--- src/hw/rtl/dfrem_pkg.sv ---
package dfrem_pkg;

  localparam int unsigned SigW = 53;
  localparam int unsigned ExpW = 13;
  localparam int unsigned QDepth = 2;

  localparam logic [63:0] QNanBits = 64'h7FF8_0000_0000_0000;
  localparam logic [62:0] InfMag = 63'h7FF0_0000_0000_0000;

  typedef enum logic [1:0] {
    ST_OK      = 2'd0,
    ST_DOMAIN  = 2'd1,
    ST_INVALID = 2'd2
  } status_e;

  typedef struct packed {
    logic [63:0] dividend_bits;
    logic [63:0] divisor_bits;
  } in_item_t;

  typedef struct packed {
    logic [63:0] remainder_bits;
    logic [1:0]  status;
  } out_item_t;

  // Classified work handed from the front end to the reduction engine.
  typedef struct packed {
    logic                   done;
    out_item_t              early;
    logic                   sign;
    logic [SigW-1:0]        mx;
    logic [SigW-1:0]        my;
    logic signed [ExpW-1:0] ey;
    logic [11:0]            steps;
  } job_t;

  typedef enum logic [2:0] {
    S_IDLE,
    S_NORM_X,
    S_NORM_Y,
    S_EMIT
  } front_state_e;

  typedef enum logic [2:0] {
    B_IDLE,
    B_REDUCE,
    B_FINAL,
    B_NORM,
    B_PACK,
    B_OUT
  } back_state_e;

endpackage

--- src/hw/rtl/dfrem_front.sv ---
module dfrem_front
  import dfrem_pkg::*;
(
  input  logic     clk_i,
  input  logic     rst_ni,
  input  logic     in_valid_i,
  output logic     in_ready_o,
  input  in_item_t in_data_i,
  output logic     job_valid_o,
  input  logic     job_ready_i,
  output job_t     job_o
);

  front_state_e state_q, state_d;
  logic [SigW-1:0] mx_q, mx_d, my_q, my_d;
  logic signed [ExpW-1:0] ex_q, ex_d, ey_q, ey_d;
  logic sign_q, sign_d;
  logic done_q, done_d;
  out_item_t early_q, early_d;
  logic [62:0] ax, ay;
  logic signed [ExpW-1:0] diff;

  assign ax = in_data_i.dividend_bits[62:0];
  assign ay = in_data_i.divisor_bits[62:0];
  assign diff = ex_q - ey_q;

  always_ff @(posedge clk_i or negedge rst_ni) begin
    if (!rst_ni) begin
      state_q <= S_IDLE;
    end else begin
      state_q <= state_d;
    end
  end

  always_ff @(posedge clk_i) begin
    mx_q    <= mx_d;
    my_q    <= my_d;
    ex_q    <= ex_d;
    ey_q    <= ey_d;
    sign_q  <= sign_d;
    done_q  <= done_d;
    early_q <= early_d;
  end

  always_comb begin
    state_d = state_q;
    case (state_q)
      S_IDLE:   if (in_valid_i) state_d = S_NORM_X;
      S_NORM_X: if (mx_q[SigW-1]) state_d = S_NORM_Y;
      S_NORM_Y: if (my_q[SigW-1]) state_d = S_EMIT;
      S_EMIT:   if (job_ready_i) state_d = S_IDLE;
      default:  state_d = S_IDLE;
    endcase
  end

  always_comb begin
    mx_d = mx_q;
    my_d = my_q;
    ex_d = ex_q;
    ey_d = ey_q;
    sign_d = sign_q;
    done_d = done_q;
    early_d = early_q;
    in_ready_o = 1'b0;
    job_valid_o = 1'b0;
    job_o = '0;
    case (state_q)
      S_IDLE: begin
        in_ready_o = 1'b1;
        sign_d = in_data_i.dividend_bits[63];
        mx_d = {(ax[62:52] != 11'd0), ax[51:0]};
        my_d = {(ay[62:52] != 11'd0), ay[51:0]};
        ex_d = (ax[62:52] == 11'd0) ? ExpW'(1) : ExpW'({2'b00, ax[62:52]});
        ey_d = (ay[62:52] == 11'd0) ? ExpW'(1) : ExpW'({2'b00, ay[62:52]});
        done_d = 1'b1;
        early_d.status = ST_OK;
        early_d.remainder_bits = in_data_i.dividend_bits;
        if (ay == 63'd0) begin
          early_d.status = ST_DOMAIN;
        end else if (ax >= InfMag || ay > InfMag) begin
          early_d.status = ST_INVALID;
          early_d.remainder_bits = QNanBits;
        end else if (ax < ay) begin
        end else if (ax == ay) begin
          early_d.remainder_bits = {in_data_i.dividend_bits[63], 63'd0};
        end else begin
          done_d = 1'b0;
        end
        if (done_d) begin
          mx_d[SigW-1] = 1'b1;
          my_d[SigW-1] = 1'b1;
        end
      end
      S_NORM_X: if (!mx_q[SigW-1]) begin
        mx_d = mx_q << 1;
        ex_d = ex_q - ExpW'(1);
      end
      S_NORM_Y: if (!my_q[SigW-1]) begin
        my_d = my_q << 1;
        ey_d = ey_q - ExpW'(1);
      end
      S_EMIT: begin
        job_valid_o = 1'b1;
        job_o.done = done_q;
        job_o.early = early_q;
        job_o.sign = sign_q;
        job_o.mx = mx_q;
        job_o.my = my_q;
        job_o.ey = ey_q;
        job_o.steps = diff[11:0];
      end
      default: ;
    endcase
  end

endmodule

--- src/hw/rtl/dfrem_queue.sv ---
module dfrem_queue
  import dfrem_pkg::*;
(
  input  logic clk_i,
  input  logic rst_ni,
  input  logic wr_valid_i,
  output logic wr_ready_o,
  input  job_t wr_data_i,
  output logic rd_valid_o,
  input  logic rd_ready_i,
  output job_t rd_data_o
);

  job_t mem_q [QDepth];
  logic wp_q, rp_q;
  logic [1:0] cnt_q;
  logic wr, rd;

  assign wr_ready_o = (cnt_q != 2'(QDepth));
  assign rd_valid_o = (cnt_q != 2'd0);
  assign rd_data_o = mem_q[rp_q];
  assign wr = wr_valid_i && wr_ready_o;
  assign rd = rd_valid_o && rd_ready_i;

  always_ff @(posedge clk_i or negedge rst_ni) begin
    if (!rst_ni) begin
      wp_q <= 1'b0;
      rp_q <= 1'b0;
      cnt_q <= 2'd0;
    end else begin
      if (wr) wp_q <= ~wp_q;
      if (rd) rp_q <= ~rp_q;
      cnt_q <= cnt_q + 2'(wr) - 2'(rd);
    end
  end

  always_ff @(posedge clk_i) begin
    if (wr) mem_q[wp_q] <= wr_data_i;
  end

endmodule

--- src/hw/rtl/dfrem_back.sv ---
module dfrem_back
  import dfrem_pkg::*;
(
  input  logic      clk_i,
  input  logic      rst_ni,
  input  logic      job_valid_i,
  output logic      job_ready_o,
  input  job_t      job_i,
  output logic      out_valid_o,
  input  logic      out_ready_i,
  output out_item_t out_data_o
);

  back_state_e state_q, state_d;
  logic [SigW:0] mx_q, mx_d;
  logic [SigW-1:0] my_q, my_d;
  logic signed [ExpW-1:0] ey_q, ey_d;
  logic [11:0] n_q, n_d;
  logic sign_q, sign_d;
  out_item_t res_q, res_d;
  logic [SigW:0] dif;
  logic ge;
  logic signed [ExpW-1:0] sh;
  logic [63:0] sub;

  assign ge = mx_q >= {1'b0, my_q};
  assign dif = mx_q - {1'b0, my_q};
  assign sh = ExpW'(1) - ey_q;
  assign sub = (sh >= ExpW'(64)) ? 64'd0 : (64'(mx_q[SigW-1:0]) >> sh[5:0]);

  always_ff @(posedge clk_i or negedge rst_ni) begin
    if (!rst_ni) begin
      state_q <= B_IDLE;
    end else begin
      state_q <= state_d;
    end
  end

  always_ff @(posedge clk_i) begin
    mx_q <= mx_d;
    my_q <= my_d;
    ey_q <= ey_d;
    n_q <= n_d;
    sign_q <= sign_d;
    res_q <= res_d;
  end

  always_comb begin
    state_d = state_q;
    case (state_q)
      B_IDLE:   if (job_valid_i) state_d = job_i.done ? B_OUT : B_REDUCE;
      B_REDUCE: if (n_q == 12'd0) state_d = B_FINAL;
                else if (ge && dif == '0) state_d = B_OUT;
      B_FINAL:  state_d = (ge ? dif == '0 : mx_q == '0) ? B_OUT : B_NORM;
      B_NORM:   if (mx_q[SigW-1]) state_d = B_PACK;
      B_PACK:   state_d = B_OUT;
      B_OUT:    if (out_ready_i) state_d = B_IDLE;
      default:  state_d = B_IDLE;
    endcase
  end

  always_comb begin
    mx_d = mx_q;
    my_d = my_q;
    ey_d = ey_q;
    n_d = n_q;
    sign_d = sign_q;
    res_d = res_q;
    job_ready_o = 1'b0;
    out_valid_o = 1'b0;
    out_data_o = res_q;
    case (state_q)
      B_IDLE: begin
        job_ready_o = 1'b1;
        mx_d = {1'b0, job_i.mx};
        my_d = job_i.my;
        ey_d = job_i.ey;
        n_d = job_i.steps;
        sign_d = job_i.sign;
        res_d = job_i.early;
      end
      B_REDUCE: begin
        res_d.status = ST_OK;
        res_d.remainder_bits = {sign_q, 63'd0};
        if (n_q != 12'd0) begin
          mx_d = ge ? {dif[SigW-1:0], 1'b0} : {mx_q[SigW-1:0], 1'b0};
          n_d = n_q - 12'd1;
        end
      end
      B_FINAL: if (ge) mx_d = dif;
      B_NORM: if (!mx_q[SigW-1]) begin
        mx_d = mx_q << 1;
        ey_d = ey_q - ExpW'(1);
      end
      B_PACK: begin
        if (ey_q >= ExpW'(1)) begin
          res_d.remainder_bits = {sign_q, ey_q[10:0], mx_q[51:0]};
        end else begin
          res_d.remainder_bits = {sign_q, sub[62:0]};
        end
      end
      B_OUT: out_valid_o = 1'b1;
      default: ;
    endcase
  end

endmodule

--- src/hw/rtl/double_float_remainder_top.sv ---
// Processing time is set by subnormal normalization in the front end
// and by one shift-subtract reduction step per unit of exponent difference in the back end.
// Throughput: the back end takes one transaction at a time; the front end classifies the next
// transaction while the back end reduces, through a two-entry queue.
// Reset: asynchronous, active low; clears all control state, no transaction in flight.
module double_float_remainder_top
  import dfrem_pkg::*;
(
  input  logic      clk_i,
  input  logic      rst_ni,
  input  logic      in_valid_i,
  output logic      in_ready_o,
  input  in_item_t  in_data_i,
  output logic      out_valid_o,
  input  logic      out_ready_i,
  output out_item_t out_data_o
);

  logic f_valid, f_ready, b_valid, b_ready;
  job_t f_job, b_job;

  dfrem_front u_front (
    .clk_i, .rst_ni, .in_valid_i, .in_ready_o, .in_data_i,
    .job_valid_o(f_valid), .job_ready_i(f_ready), .job_o(f_job)
  );

  dfrem_queue u_queue (
    .clk_i, .rst_ni,
    .wr_valid_i(f_valid), .wr_ready_o(f_ready), .wr_data_i(f_job),
    .rd_valid_o(b_valid), .rd_ready_i(b_ready), .rd_data_o(b_job)
  );

  dfrem_back u_back (
    .clk_i, .rst_ni,
    .job_valid_i(b_valid), .job_ready_o(b_ready), .job_i(b_job),
    .out_valid_o, .out_ready_i, .out_data_o
  );

endmodule
--- config.mk ---
export PLATFORM = sky130hd
export DESIGN_NAME = double_float_remainder_top
export DESIGN_NICKNAME = d
export VERILOG_FILES = /design/src/hw/rtl/dfrem_pkg.sv /design/src/hw/rtl/dfrem_front.sv /design/src/hw/rtl/dfrem_queue.sv /design/src/hw/rtl/dfrem_back.sv /design/src/hw/rtl/double_float_remainder_top.sv
export SDC_FILE = /design/constraint.sdc
export NUM_CORES = 2
export LEC_CHECK = 0
export BUFFER_PORTS_ARGS = -buffer_cell sky130_fd_sc_hd__buf_2
export CAP_MARGIN = 20
export CORE_MARGIN = 4
export CORE_UTILIZATION = 65
export DETAILED_ROUTE_END_ITERATION = 8
export PLACE_DENSITY = 0.92
export SETUP_SLACK_MARGIN = 0.05
export SYNTH_ARGS = -nofsm -noshare
export SYNTH_HDL_FRONTEND = slang
export SYNTH_SLANG_ARGS = --single-unit
--- constraint.sdc ---
create_clock -name clk_i -period 30.7 [get_ports clk_i]
set_input_delay 4.605 -clock clk_i [delete_from_list [all_inputs] [get_ports clk_i]]
set_output_delay 4.605 -clock clk_i [all_outputs]
set_load 0.01 [all_outputs]
==> metrics list <==
* Share of the yosys chip area belonging to registers: a little under three fifths
* Post-CTS Hold Fix Bufs: 0
- Derived from the worst setup path, the maximum achievable clock frequency is 0.113 GHz.
- The largest individual stage delay along the critical path comes from the cell sky130_fd_sc_hd__or4b_1.
- The detailed router placed ~32000 vias in this run.
- Standby leakage power: between 15 and 20 nW
* Nets in the synthesized netlist: about 4000
- The number of gates resized after CTS was 0.
- The signal on the critical path passes through buf_2, inv_1, ha_1, nand3_1, nor2_1, nand3_1, or4b_1, or4_1, or2_0, o2111ai_1, a211o_1, a211o_1, a41oi_2, buf_4, and2_1.
* Setup repair after global routing missed its margin: false
- Dividing the detail-routed via count by the number of cells gives 6.92.
- The core region is around 0.064 mm².
- WP buf/inv: 3
- Main combinational cell family by area after synthesis: simple AND/OR/NAND/NOR gates
- Crit path arrival time: ~9300 ps
- Setup violations remaining at the end of the flow were counted as 0.
- Cell types with the largest area share after synthesis: sky130_fd_sc_hd__edfxtp_1 56%, sky130_fd_sc_hd__mux2i_1 4.3%, sky130_fd_sc_hd__ha_1 4.1%
- Data on the critical path is required at its endpoint by approximately 31000 ps.
- The final count of hold timing violations was 0.
* Setup Total Neg Slack: 0 ps
- Max-slew headroom: 23.0%
* Kind of critical path: in2reg
- Largest fanout on the critical path: 42
- Library cells used by synthesis: 89
- The initialized floorplan defines a little over 90 standard-cell rows.
- After Yosys synthesis, full adders, half adders and majority gates account for under 10% of the synthesized area.
- Number of nets still failing antenna checks after routing: 0
- Top FF cell, synth: sky130_fd_sc_hd__edfxtp_1
* Detailed router's first-iteration violation count: ~5800
- Startpoint of the lowest-slack hold path: u_queue.mem_q[1][56]
- During synthesis, Yosys emitted a total of 0 warnings.
* FFs w/ async S/R, synth: about 1.1%
- Fin cells: 4693
- Clk_lat worst skew: 650 ps
* Detail-routed net length per standard cell: 28.8 µm
- The path class of the tightest hold or removal check is reg2reg.
* Clock Sink Count: about 800
- Share of Yosys cell area claimed by the top area cell type: ~56%
- Xor and xnor fraction of the mapped netlist area: between 2 and 2.5%
- For the pin with the worst max-slew slack, the measured transition is ~1100 ps.
* Library cell occupying the most area in the post-synthesis netlist: sky130_fd_sc_hd__edfxtp_1
- The count of pins over their slew limit is 0.
- Entering global routing, the biggest net connects 101 pins.
- Power density cells: 122 mW/mm²
- Pre-antenna DRT Iters: 8
- Across every metal layer, demand over resource in global routing totals 37.7%.
* Number of cells on the worst reg-to-reg path: 15
- GR Overflow Total: 0
- STA classifies the critical path startpoint as an input port.
- Worst vdd ir: roughly 0.11 mV
- For the finished layout, the period the worst path requires is 8880 ps.
* Simple-gate portion of the synthesized area: between 10% and 20%
* Total Die Area: slightly below 0.07 mm²
- Chip width: between 200 and 300 µm
- The largest single stage delay on the critical path is about 780 ps.
- Mean Syn Cell Area: ~12 µm²
- Synthesis-to-finish area growth: 9.94%
- Cells on Worst Hold Path: 1
- Result of the run: finished, final reports clean
- Wires add up to approximately 140000 µm.
- Initial antenna violation count: 7
* Post-synthesis compound-gate area fraction: ~12%
* Flip-flop and latch count after synthesis: about 800
- Endpoint of the worst hold-timing path: u_back.my_q[31]
- Starting density of the core: 65.7%
- The wire-length estimate of the detail-placed layout is ~94000 µm.
- The worst register-to-register path begins at u_back.ey_q[1].
- In this run, synthesis inferred between 700 and 800 flip-flops with an integrated enable.
- MaxCap Viol Count: 0
* Reg-to-reg critical path endpoint: u_back.out_data_o[41]
- Synthesis handed over a netlist of ~3700 instances.
* Fraction of layout instances using a drive strength above 1: about 13%
* Cell family with the largest share of critical-path delay: simple AND/OR/NAND/NOR gates
- Multiplexer area fraction after synthesis: under 10%
- The worst register-to-register path has a setup slack of around 25000 ps.
- Global-route wire length before repair: just under 200000 µm
- The H-tree was split into 3 levels.
- CTS root buf: sky130_fd_sc_hd__clkbuf_16
- Number of cells after detailed placement: around 4500
- After the last flow step, the layout net total stands at roughly 4000.
- The floorplan step set the die height to approximately 260 µm.
- Buffers added on ports: between 150 and 200
- Maximum clock insertion buffer count: 3
- CTS tree: yes
* Setup Buffers After CTS: 0
- The number of clock buffers added by TritonCTS is between 80 and 90.
* GP Congestion: 1.01
* Number of DRC violations after detailed routing: 0
* Period utilization: roughly 29%
* Clock slew at the register clock pins of the worst setup and hold paths: about 60 ps
- The number of global-route vias before repair came to about 31000.
- The worst setup path is captured at a flop.
- Total power of the final layout: 0.00568 W
- Summing every instance area after synthesis gives about 0.042 mm².
- IO Count: 200
- On the final layout, the worst clock skew is between 30 and 40 ps.
-- synth_stat cells, drive strengths merged, types with 7 or more instances --
master,number
ha,139
nand2,351
and3,12
o21bai,7
a22oi,52
mux2,72
a211oi,24
inv,221
nor2b,26
nand3,31
clkbuf,193
nor3,44
a21o,48
nor2,200
a2bb2oi,8
buf,26
o22ai,86
or2,12
o21ai,247
xor2,43
a31oi,23
nor4,52
edfxtp,796
o21a,27
o211ai,30
nand2b,18
nand4,41
xnor2,63
a221oi,7
dfrtp,9
a221o,28
or4,8
or3,8
and2,239
mux2i,183
mux4,30
a21oi,185
-- registers in the layout, indices dropped and copies added, names as in the netlist, 3 cells and up --
| name | cells |
|---|---|
| u_queue.mem_q | 398 |
| u_back.out_data_o | 66 |
| u_front.early_q | 66 |
| u_back.mx_q | 54 |
| u_back.my_q | 53 |
| u_front.mx_q | 53 |
| u_front.my_q | 53 |
| u_back.ey_q | 13 |
| u_front.ey_q | 13 |
| u_back.n_q | 12 |
| u_front.ex_q | 12 |
| u_back.state_q | 3 |
-- stage by stage --
step                      hold slack (ps)  instance area, µm²  util [%]  worst slack (ps)
after floorplan                       461               42300         -             20580
after global placement                482               44000      68.3             21370
after detailed placement              510               44000      68.3             21310
after CTS                             535               46500      72.2             21890
after global routing                  555               46500      72.2             21790
final                                 536               46500      72.2             21820
-- area by class of cell --
class	count	area, µm²
clock buffers	95	2100
well taps	855	1070
multi-input cells	2419	16700
inverters	222	833
repair buffers	244	1340
flip-flops and latches	805	24100
fillers	4100	17900
diodes	6	15.0
clock inverters	47	372
-- worst max-delay path by stage --
stage	start	to	slack, ps	depth (start not counted)
floorplan	u_front.state_q[0]	u_queue.mem_q[0][0]	20580	5
global route	in_data_i[57]	u_front.early_q[38]	21790	15
global placement	in_data_i[57]	u_front.early_q[32]	21370	15
detailed placement	in_data_i[57]	u_front.early_q[33]	21310	15
CTS	in_data_i[57]	u_front.early_q[38]	21890	15
finish	in_data_i[57]	u_front.early_q[38]	21820	15
-- cell families (layout without fill, tap and decap cells) --
group / Yosys count / count (layout)
flops: 805 / 805
fa+ha+maj: 141 / 141
buf+inv: 441 / 608
compound gates: 826 / 826
other cells: 0 / 6
simple gates: 1061 / 1061
xor+xnor: 106 / 106
mux: 285 / 285
-- routing by layer --
layer | part of all wire [%] | vias up | global-route usage [%]
met5 | 0.0081 | - | 0
met4 | 7.7 | 2 | 22.3
met3 | 14 | 548 | 9.48
met2 | 43 | 2752 | 55.9
met1 | 36 | 15400 | 51.1
li1 | - | 13800 | -
-- cells in the final DEF (no fill, tap or decap), types with 42 or more instances in the layout --
master                      synthesis  routed
sky130_fd_sc_hd__nor3_1            42      42
sky130_fd_sc_hd__o21ai_0          245     244
sky130_fd_sc_hd__clkbuf_16          0      82
sky130_fd_sc_hd__a22oi_1           52      52
sky130_fd_sc_hd__inv_1            221     220
sky130_fd_sc_hd__a21o_1            47      47
sky130_fd_sc_hd__xnor2_1           62      58
sky130_fd_sc_hd__mux2i_1          183     183
sky130_fd_sc_hd__nand2_1          351     349
sky130_fd_sc_hd__o22ai_1           86      86
sky130_fd_sc_hd__edfxtp_1         796     796
sky130_fd_sc_hd__ha_1             139     135
sky130_fd_sc_hd__and2_1           238     238
sky130_fd_sc_hd__buf_2              7     198
sky130_fd_sc_hd__nor4_1            50      50
sky130_fd_sc_hd__buf_4              3      46
sky130_fd_sc_hd__mux2_2            72      72
sky130_fd_sc_hd__a21oi_1          184     180
sky130_fd_sc_hd__nor2_1           200     197
-- worst register-to-register path: cells and delay by family (launching register included) --
family	cells	cell delay (ps)
AND/OR/NAND/NOR	6	2060
buffers and inverters	4	1370
AO/OA/AOI/OAI	4	1090
adder cells (fa/ha/maj)	1	460
flip-flops	1	370
-- power breakdown --
part	switching (W)	internal [W]	total, W
clock network	0.000422	0.000530	0.000953
logic	0.00171	0.000875	0.00259
registers	0.000343	0.00180	0.00214
Note: power is estimated with default switching activity, not from simulation.
